## src/hdl/sha256_pkg.sv

```systemverilog
`timescale 1ns / 1ps
`default_nettype none
// ----------------------------------------------------------------------------
// sha256 package
// Shared types, constants and round functions for the byte-stream hasher.
// ----------------------------------------------------------------------------
package sha256_pkg;

   typedef enum logic [2:0] {
      ST_IDLE,
      ST_PAD,
      ST_LOAD,
      ST_ROUND,
      ST_FINAL,
      ST_OUT
   } state_type;

   // controller to datapath
   typedef struct packed {
      logic store_byte;   // shift incoming byte into the block
      logic pad_byte;     // shift padding byte into the block
      logic load;         // copy hash words into working regs, clear round
      logic round;        // run one compression round
      logic finish;       // fold working regs into hash words
      logic add_block;    // count 512 bits done
      logic clear_fill;   // fill position back to zero
      logic restart;      // initial hash values, counters cleared
      logic shift_out;    // advance digest word
   } cmd_type;

   // datapath to controller
   typedef struct packed {
      logic       fill_full;   // fill position is 63
      logic       len_here;    // block being padded carries the length
      logic       pad_done;    // fill position 63 while padding
      logic       last_round;  // round counter is 63
      logic [2:0] out_idx;
   } status_type;

   localparam logic [7:0] PAD_MARK = 8'h80;
   localparam int unsigned LEN_POS = 56;

   localparam logic [31:0] INIT_HASH [8] = '{
      32'h6a09e667, 32'hbb67ae85, 32'h3c6ef372, 32'ha54ff53a,
      32'h510e527f, 32'h9b05688c, 32'h1f83d9ab, 32'h5be0cd19
   };

   localparam logic [31:0] ROUND_K [64] = '{
      32'h428a2f98, 32'h71374491, 32'hb5c0fbcf, 32'he9b5dba5,
      32'h3956c25b, 32'h59f111f1, 32'h923f82a4, 32'hab1c5ed5,
      32'hd807aa98, 32'h12835b01, 32'h243185be, 32'h550c7dc3,
      32'h72be5d74, 32'h80deb1fe, 32'h9bdc06a7, 32'hc19bf174,
      32'he49b69c1, 32'hefbe4786, 32'h0fc19dc6, 32'h240ca1cc,
      32'h2de92c6f, 32'h4a7484aa, 32'h5cb0a9dc, 32'h76f988da,
      32'h983e5152, 32'ha831c66d, 32'hb00327c8, 32'hbf597fc7,
      32'hc6e00bf3, 32'hd5a79147, 32'h06ca6351, 32'h14292967,
      32'h27b70a85, 32'h2e1b2138, 32'h4d2c6dfc, 32'h53380d13,
      32'h650a7354, 32'h766a0abb, 32'h81c2c92e, 32'h92722c85,
      32'ha2bfe8a1, 32'ha81a664b, 32'hc24b8b70, 32'hc76c51a3,
      32'hd192e819, 32'hd6990624, 32'hf40e3585, 32'h106aa070,
      32'h19a4c116, 32'h1e376c08, 32'h2748774c, 32'h34b0bcb5,
      32'h391c0cb3, 32'h4ed8aa4a, 32'h5b9cca4f, 32'h682e6ff3,
      32'h748f82ee, 32'h78a5636f, 32'h84c87814, 32'h8cc70208,
      32'h90befffa, 32'ha4506ceb, 32'hbef9a3f7, 32'hc67178f2
   };

   function automatic logic [31:0] ror32(input logic [31:0] v, input int unsigned n);
      ror32 = (v >> n) | (v << (32 - n));
   endfunction

   function automatic logic [31:0] big_sig0(input logic [31:0] a);
      big_sig0 = ror32(a, 2) ^ ror32(a, 13) ^ ror32(a, 22);
   endfunction

   function automatic logic [31:0] big_sig1(input logic [31:0] e);
      big_sig1 = ror32(e, 6) ^ ror32(e, 11) ^ ror32(e, 25);
   endfunction

   function automatic logic [31:0] small_sig0(input logic [31:0] a);
      small_sig0 = ror32(a, 7) ^ ror32(a, 18) ^ (a >> 3);
   endfunction

   function automatic logic [31:0] small_sig1(input logic [31:0] b);
      small_sig1 = ror32(b, 17) ^ ror32(b, 19) ^ (b >> 10);
   endfunction

endpackage
`default_nettype wire

```

## src/hdl/sha256_ctrl.sv

```systemverilog
`timescale 1ns / 1ps
`default_nettype none
// ----------------------------------------------------------------------------
// sha256 controller
// Sequences byte intake, padding, compression rounds and digest output.
// ----------------------------------------------------------------------------
module sha256_ctrl
   import sha256_pkg::*;
(
   input  wire logic       clock,
   input  wire logic       reset,
   input  wire logic       req_valid,
   output logic            req_stall,
   input  wire logic       req_byte_present,
   input  wire logic       req_end_of_message,
   output logic            rsp_valid,
   input  wire logic       rsp_stall,
   input  wire status_type stat,
   output cmd_type         cmd
);

   state_type state_ff, state_in;
   logic      end_ff, end_in;     // message end pending for this block
   logic      final_ff, final_in; // block now compressing is the last one

   logic accept;
   assign accept = req_valid && !req_stall;

   // next state
   always_comb begin
      state_in = state_ff;
      end_in   = end_ff;
      final_in = final_ff;
      unique case (state_ff)
         ST_IDLE: begin
            if (accept) begin
               end_in = req_end_of_message;
               if (req_byte_present && stat.fill_full) begin
                  final_in = 1'b0;
                  state_in = ST_LOAD;
               end else if (req_end_of_message) begin
                  state_in = ST_PAD;
               end
            end
         end
         ST_PAD: begin
            // first pad byte carries the mark, then zeros and length
            if (stat.pad_done) begin
               final_in = stat.len_here;
               state_in = ST_LOAD;
            end
         end
         ST_LOAD:  state_in = ST_ROUND;
         ST_ROUND: if (stat.last_round) state_in = ST_FINAL;
         ST_FINAL: begin
            if (final_ff)    state_in = ST_OUT;
            else if (end_ff) state_in = ST_PAD;
            else             state_in = ST_IDLE;
         end
         ST_OUT: begin
            if (!rsp_stall && stat.out_idx == 3'd7) begin
               end_in   = 1'b0;
               state_in = ST_IDLE;
            end
         end
         default: state_in = ST_IDLE;
      endcase
   end

   // outputs
   always_comb begin
      cmd       = '0;
      req_stall = 1'b1;
      rsp_valid = 1'b0;
      unique case (state_ff)
         ST_IDLE: begin
            req_stall      = 1'b0;
            cmd.store_byte = req_valid && req_byte_present;
         end
         ST_PAD:   cmd.pad_byte = 1'b1;
         ST_LOAD:  cmd.load = 1'b1;
         ST_ROUND: cmd.round = 1'b1;
         ST_FINAL: begin
            cmd.finish     = 1'b1;
            cmd.add_block  = !end_ff || !final_ff;
            cmd.clear_fill = 1'b1;
         end
         ST_OUT: begin
            rsp_valid     = 1'b1;
            cmd.shift_out = !rsp_stall;
            cmd.restart   = !rsp_stall && stat.out_idx == 3'd7;
         end
         default: ;
      endcase
   end

   always_ff @(posedge clock) begin
      if (reset) begin
         state_ff <= ST_IDLE;
         end_ff   <= 1'b0;
         final_ff <= 1'b0;
      end else begin
         state_ff <= state_in;
         end_ff   <= end_in;
         final_ff <= final_in;
      end
   end

   // rounds run only after a load
   assert property (@(posedge clock) disable iff (reset)
      state_ff == ST_ROUND && $past(state_ff) != ST_ROUND |-> $past(state_ff) == ST_LOAD)
      else $error("round without load");
   // input stalled while results are offered
   assert property (@(posedge clock) disable iff (reset)
      rsp_valid |-> req_stall)
      else $error("input taken during output");
   // output ends in idle
   assert property (@(posedge clock) disable iff (reset)
      state_ff == ST_OUT && !rsp_stall && stat.out_idx == 3'd7 |=> state_ff == ST_IDLE)
      else $error("output did not end");

endmodule
`default_nettype wire

```

## src/hdl/sha256_dp.sv

```systemverilog
`timescale 1ns / 1ps
`default_nettype none
// ----------------------------------------------------------------------------
// sha256 datapath
// Schedule window that also gathers the block, round unit, hash words and
// length counter.
// ----------------------------------------------------------------------------
module sha256_dp
   import sha256_pkg::*;
(
   input  wire logic        clock,
   input  wire logic        reset,
   input  wire logic [7:0]  req_data_byte,
   input  wire cmd_type     cmd,
   output status_type       stat,
   output logic [31:0]      rsp_digest_word,
   output logic [2:0]       rsp_word_index,
   output logic             rsp_last_word
);

   logic [31:0] hash_ff [8];
   logic [31:0] work_ff [8];
   logic [31:0] sched_ff [16];     // schedule window, bytes shift in while filling
   logic [5:0]  fill_ff;
   logic        marked_ff;         // pad mark already written
   logic        two_blk_ff;        // length goes into a second block
   logic [63:0] total_len_ff;      // message length in bits, taken at the mark
   logic [63:0] bits_ff;
   logic [5:0]  rnd_ff;
   logic [2:0]  oidx_ff;

   logic [63:0] total;
   logic [7:0]  pad_val, byte_in;
   logic [31:0] w_new, t1, t2, w_cur;
   logic [2:0]  len_sel;

   assign total   = bits_ff + {55'd0, fill_ff, 3'd0};
   assign len_sel = 3'(~fill_ff[2:0]);
   assign w_cur   = sched_ff[0];

   // padding byte at current fill position
   always_comb begin
      if (!marked_ff)
         pad_val = PAD_MARK;
      else if (fill_ff >= 6'(LEN_POS) && !two_blk_ff)
         pad_val = total_len_ff[8*len_sel +: 8];
      else
         pad_val = 8'd0;
   end

   assign byte_in = cmd.pad_byte ? pad_val : req_data_byte;

   assign w_new = small_sig1(sched_ff[14]) + sched_ff[9] + small_sig0(sched_ff[1]) + sched_ff[0];
   assign t1 = work_ff[7] + big_sig1(work_ff[4])
             + ((work_ff[4] & work_ff[5]) ^ (~work_ff[4] & work_ff[6])) + ROUND_K[rnd_ff] + w_cur;
   assign t2 = big_sig0(work_ff[0])
             + ((work_ff[0] & work_ff[1]) ^ (work_ff[0] & work_ff[2]) ^ (work_ff[1] & work_ff[2]));

   assign stat.fill_full  = fill_ff == 6'd63;
   assign stat.pad_done   = fill_ff == 6'd63;
   assign stat.len_here   = marked_ff ? !two_blk_ff : (fill_ff < 6'(LEN_POS));
   assign stat.last_round = rnd_ff == 6'd63;
   assign stat.out_idx    = oidx_ff;

   assign rsp_digest_word = hash_ff[oidx_ff];
   assign rsp_word_index  = oidx_ff;
   assign rsp_last_word   = oidx_ff == 3'd7;

   always_ff @(posedge clock) begin
      if (reset || cmd.restart) begin
         for (int i = 0; i < 8; i++) hash_ff[i] <= INIT_HASH[i];
         fill_ff    <= 6'd0;
         bits_ff    <= 64'd0;
         marked_ff  <= 1'b0;
         two_blk_ff <= 1'b0;
         oidx_ff    <= 3'd0;
      end else begin
         // message and pad bytes shift into the window, first byte ends up on top
         if (cmd.store_byte || cmd.pad_byte) begin
            for (int i = 0; i < 15; i++)
               sched_ff[i] <= {sched_ff[i][23:0], sched_ff[i+1][31:24]};
            sched_ff[15] <= {sched_ff[15][23:0], byte_in};
            fill_ff      <= fill_ff + 6'd1;
         end
         if (cmd.pad_byte) begin
            if (!marked_ff) begin
               total_len_ff <= total;
               two_blk_ff   <= fill_ff >= 6'(LEN_POS);
            end
            marked_ff <= 1'b1;
         end
         // load working words
         if (cmd.load) begin
            for (int i = 0; i < 8; i++) work_ff[i] <= hash_ff[i];
            rnd_ff <= 6'd0;
         end
         // one round per cycle
         if (cmd.round) begin
            for (int i = 0; i < 15; i++) sched_ff[i] <= sched_ff[i+1];
            sched_ff[15] <= w_new;
            work_ff[7] <= work_ff[6];
            work_ff[6] <= work_ff[5];
            work_ff[5] <= work_ff[4];
            work_ff[4] <= work_ff[3] + t1;
            work_ff[3] <= work_ff[2];
            work_ff[2] <= work_ff[1];
            work_ff[1] <= work_ff[0];
            work_ff[0] <= t1 + t2;
            rnd_ff     <= rnd_ff + 6'd1;
         end
         if (cmd.finish) begin
            for (int i = 0; i < 8; i++) hash_ff[i] <= hash_ff[i] + work_ff[i];
            if (two_blk_ff && marked_ff) two_blk_ff <= 1'b0;
         end
         if (cmd.clear_fill) fill_ff <= 6'd0;
         if (cmd.add_block && !marked_ff) bits_ff <= bits_ff + 64'd512;
         if (cmd.shift_out) oidx_ff <= oidx_ff + 3'd1;
      end
   end

   // fill position never moves while rounds run
   assert property (@(posedge clock) disable iff (reset)
      cmd.round |=> $stable(fill_ff))
      else $error("fill moved during rounds");
   // digest index and bit count are zero after restart
   assert property (@(posedge clock) disable iff (reset)
      cmd.restart |=> oidx_ff == 3'd0 && bits_ff == 64'd0)
      else $error("restart incomplete");
   // round counter wraps only into finish
   assert property (@(posedge clock) disable iff (reset)
      cmd.round && rnd_ff == 6'd63 |=> cmd.finish)
      else $error("rounds overran");

endmodule
`default_nettype wire

```

## src/hdl/sha256_byte_stream_hasher_top.sv

```systemverilog
`timescale 1ns / 1ps
`default_nettype none
// a byte that does not fill the block is stored while idle; a block-filling byte
// is followed by the load, the 64 one-per-cycle compression rounds and the fold
// end of message: pad bytes up to the block end, then the block is compressed,
// with a second padded block when 56 or more bytes are held, then 8 digest words
// input is stalled while a block is compressed or the digest is put out
// reset: synchronous, restores the initial hash, clears fill, bit and index counters
// ----------------------------------------------------------------------------
// sha256 byte stream hasher
// Top level joining the controller and the datapath.
// ----------------------------------------------------------------------------
module sha256_byte_stream_hasher_top
   import sha256_pkg::*;
(
   input  wire logic        clock,
   input  wire logic        reset,
   input  wire logic        req_valid,
   output logic             req_stall,
   input  wire logic [7:0]  req_data_byte,
   input  wire logic        req_byte_present,
   input  wire logic        req_end_of_message,
   output logic             rsp_valid,
   input  wire logic        rsp_stall,
   output logic [31:0]      rsp_digest_word,
   output logic [2:0]       rsp_word_index,
   output logic             rsp_last_word
);

   cmd_type    cmd;
   status_type stat;

   // sequencing
   sha256_ctrl u_ctrl (
      .clock(clock), .reset(reset),
      .req_valid(req_valid), .req_stall(req_stall),
      .req_byte_present(req_byte_present), .req_end_of_message(req_end_of_message),
      .rsp_valid(rsp_valid), .rsp_stall(rsp_stall),
      .stat(stat), .cmd(cmd)
   );

   // storage and arithmetic
   sha256_dp u_dp (
      .clock(clock), .reset(reset),
      .req_data_byte(req_data_byte),
      .cmd(cmd), .stat(stat),
      .rsp_digest_word(rsp_digest_word),
      .rsp_word_index(rsp_word_index),
      .rsp_last_word(rsp_last_word)
   );

endmodule
`default_nettype wire

```

## config.mk

```make
export PLATFORM = sky130hd
export DESIGN_NAME = sha256_byte_stream_hasher_top
export DESIGN_NICKNAME = d
export VERILOG_FILES = /design/src/hdl/sha256_pkg.sv /design/src/hdl/sha256_ctrl.sv /design/src/hdl/sha256_dp.sv /design/src/hdl/sha256_byte_stream_hasher_top.sv
export SDC_FILE = /design/constraint.sdc
export NUM_CORES = 2
export LEC_CHECK = 0
export ABC_AREA = 1
export ABC_CLOCK_PERIOD_IN_PS = 20900
export BUFFER_PORTS_ARGS = -buffer_cell sky130_fd_sc_hd__buf_4
export CAP_MARGIN = 20
export CELL_PAD_IN_SITES_DETAIL_PLACEMENT = 2
export CELL_PAD_IN_SITES_GLOBAL_PLACEMENT = 2
export CORE_AREA = 2 2 458 460
export CTS_CLUSTER_DIAMETER = 200
export DETAILED_ROUTE_END_ITERATION = 7
export DIE_AREA = 0 0 460 462
export MAX_ROUTING_LAYER = met4
export PLACE_DENSITY = 0.85
export SLEW_MARGIN = 10
export SYNTH_ARGS = -nofsm -noshare
export SYNTH_HDL_FRONTEND = slang
export SYNTH_SLANG_ARGS = --single-unit
```

## constraint.sdc

```tcl
create_clock -name clock -period 20.9 [get_ports clock]
set_input_delay 2.09 -clock clock [delete_from_list [all_inputs] [get_ports clock]]
set_output_delay 2.09 -clock clock [all_outputs]
set_load 0.02 [all_outputs]
```

==> impl_metrics.toml <==
[outcome]
status = "finished, final reports clean"

[clock_tree]
post_cts_resized = 0
post_cts.repair.setup_buffers = 0
root_buffer = "clkbuf_16"
numCtsBuffers = 146
cts_tree = "yes"
clk_latency_ns = 0.84
postCtsHoldBufs = 0
htree_levels = 4
cts_buffer_depth = 3
path_clk_slew_ns = 0.06
cts_sinks = 1165

[yosys]
yosysUniqueCellTypes = 63
yosys.area.top_type = "edfxtp_1"
syn-num-nets = 11100
synthArstFlopShare_pct = 0
yosysSeqAreaShare_pct = 41.4
synth_area_um2 = 82700
synth_commonest_cells = "nand2_1, inv_1, edfxtp_1"
yosysTopAreaCellShare_pct = 39.6
ys_ff_latch = 1165
synth.most_common_cell = "nand2_1"
synth_edf_count = 1091
syn-instance-count = 10500
yosys_warnings = 0
synthFlopType = "edfxtp_1"
synthTopCellsByArea = "edfxtp_1, nand2_1, ha_1"
syn_area_per_cell_um2 = 7.91

[grt]
grt_pass1_vias = 84000
grt_max_degree = 149
grt_pass1_wl_um = 589000
grt_overflow = 0
track_usage_pct = 38.9
antenna_found_initial = 16

[floorplanning]
start_util_pct = 39.8
die_x_um = 460
ios = 52
die_y_um = 462
fp.dieArea_um2 = 213000
core_area_um2 = 208000
num_rows = 168

[worst_hold_path]
hold_class = "register to register"
worstHoldStart = "u_dp.bits_ff[36]"

[route]
wire_per_inst_um = 30.9
drc = 0
drt_iter0_markers = 7892
viasPerCell = 6.02
antenna_left = 0
vias = 79500
drt-pass1-iter-count = 6
routed_wl_um = 408000

[placed_design]
placed_area_um2 = 85500
placedCellCount = 12900
port_buffers = 51
gp_congestion = 1.04
dp_hpwl_um = 315000

[critical_path]
ff2ff_path_depth = 34
path_max_fanout = 42
crit_path_top_delay_cell = "clkinv_1"
worstSetupPathType = "register to register"
startpoint = "u_dp.rnd_ff[4]"
cp_slowest_stage_delay_ns = 0.71
critPathLaunchType = "register"
r2r-start = "u_dp.rnd_ff[4]"
reg2reg_to = "u_dp.work_ff[0][22]"
end_kind = "register"
r2r_slack_ns = 11.04
cp_data_required_time_ns = 21.45
endpoint = "u_dp.work_ff[0][22]"
arrival_ns = 10.40

[sta]
tns_ns = 0
slew-limit-headroom_pct = 14.7
min_period_ns = 9.86
setup_violations = 0
skew_ns = 0.0371
hold_viol = 0
tightestPinTransition_ns = 1.27
fmax_mhz = 101
finalMaxSlewViolations = 0
rsz0062_at_grt = "false"
timing.final.crit_share_pct = 47.2

[finish]
fill_cells = 23600
layout-drive-gt1-share_pct = 3.81
area_growth_pct = 9.26
finalNonFillerCells = 13200
stdcell_area_um2 = 90400
nNetsFinal = 11000
post-route-util_pct = 43.4

[flow_run]
drv_cap = 0
metrics by stage:
step           hold WS [ns]  worst slack, ns
3_5_place_dp          0.439            11.34
5_1_grt               0.484            10.57
6_report              0.473            11.04
4_1_cts               0.471            11.28
2_1_floorplan         0.408             4.92
3_3_place_gp          0.419            10.85
per-layer routing:
metal | up-vias | wire length [µm] | part of all wire (%) | GRT usage [%]
met3 | 838 | 28500 | 7.0 | 6.03
met1 | 40900 | 169000 | 41 | 49.2
met4 | 0 | 22200 | 5.4 | 18.1
li1 | 34700 | - | - | -
met2 | 2999 | 188000 | 46 | 61.1
met5 | - | 0 | 0 | -
worst min-delay path by stage:
stage	end	cells past startpoint
global route	u_dp.total_len_ff[36]	0
floorplan	u_dp.total_len_ff[28]	0
detailed placement	u_dp.total_len_ff[36]	0
CTS	u_dp.total_len_ff[8]	0
global placement	u_dp.total_len_ff[36]	0
finish	u_dp.total_len_ff[36]	0
final cells by class:
class	count	area, µm²	share of cell area [%]
Tap cell	2720	3400	3.77
Sequential cell	1165	34200	37.9
Multi-Input combinational cell	7706	42300	46.8
Antenna cell	17	42.5	0.0471
Clock inverter	75	916	1.01
Timing Repair Buffer	136	1080	1.19
Inverter	1197	4520	5.00
Clock buffer	183	3840	4.25
sequential cells by signal (all words and copies together), names as in the netlist, named ones only:
| signal | count |
|---|---|
| u_ctrl.state_ff | 3 |
| u_dp.work_ff | 256 |
| u_ctrl.end_ff | 1 |
| u_dp.rsp_word_index | 3 |
| u_dp.marked_ff | 1 |
| u_ctrl.final_ff | 1 |
| u_dp.rnd_ff | 6 |
| u_dp.hash_ff | 256 |
| u_dp.total_len_ff | 61 |
| u_dp.fill_ff | 6 |
| u_dp.bits_ff | 55 |
| u_dp.sched_ff | 512 |
| u_dp.two_blk_ff | 1 |
layout by cell type, fill, tap and decap left out, types with 43 or more instances in the layout:
cell | netlist | final
a31oi_1 | 74 | 74
a21o_1 | 62 | 62
buf_4 | 32 | 129
a21oi_1 | 744 | 743
nand4_1 | 92 | 92
o21bai_1 | 43 | 43
nand3_1 | 393 | 393
clkbuf_16 | 0 | 147
nand2_1 | 2964 | 2963
edfxtp_1 | 1091 | 1091
inv_1 | 1185 | 1180
nor2_1 | 930 | 930
fa_1 | 195 | 195
o21ai_1 | 266 | 266
o21a_1 | 76 | 76
xor2_1 | 179 | 179
dfxtp_1 | 74 | 72
xnor2_1 | 167 | 167
nor3_1 | 102 | 102
o21ai_0 | 726 | 726
ha_1 | 397 | 397
worst max-delay path: cells and delay by family, from the launching register on:
kind / cells / cell delay (ns)
AOI/OAI and AO/OA: 10 / 2.23
xor gates and xnor gates: 1 / 0.56
adders and majority gates: 6 / 2.59
buffers and inverters: 8 / 2.29
DFF: 1 / 0.37
and+or+nand+nor: 9 / 1.45
logic make-up after synthesis:
group | share of synthesized area (%)
AO/OA/AOI/OAI | 14.5
XOR/XNOR | 3.66
adder cells (fa/ha/maj) | 10.7
buffers and inverters | 7.47
flip-flops | 41.4
AND/OR/NAND/NOR | 22.2
Power is left out: the tool's default activity adds up to more than one toggle a clock period on the data nets, which glitch-free logic cannot reach.
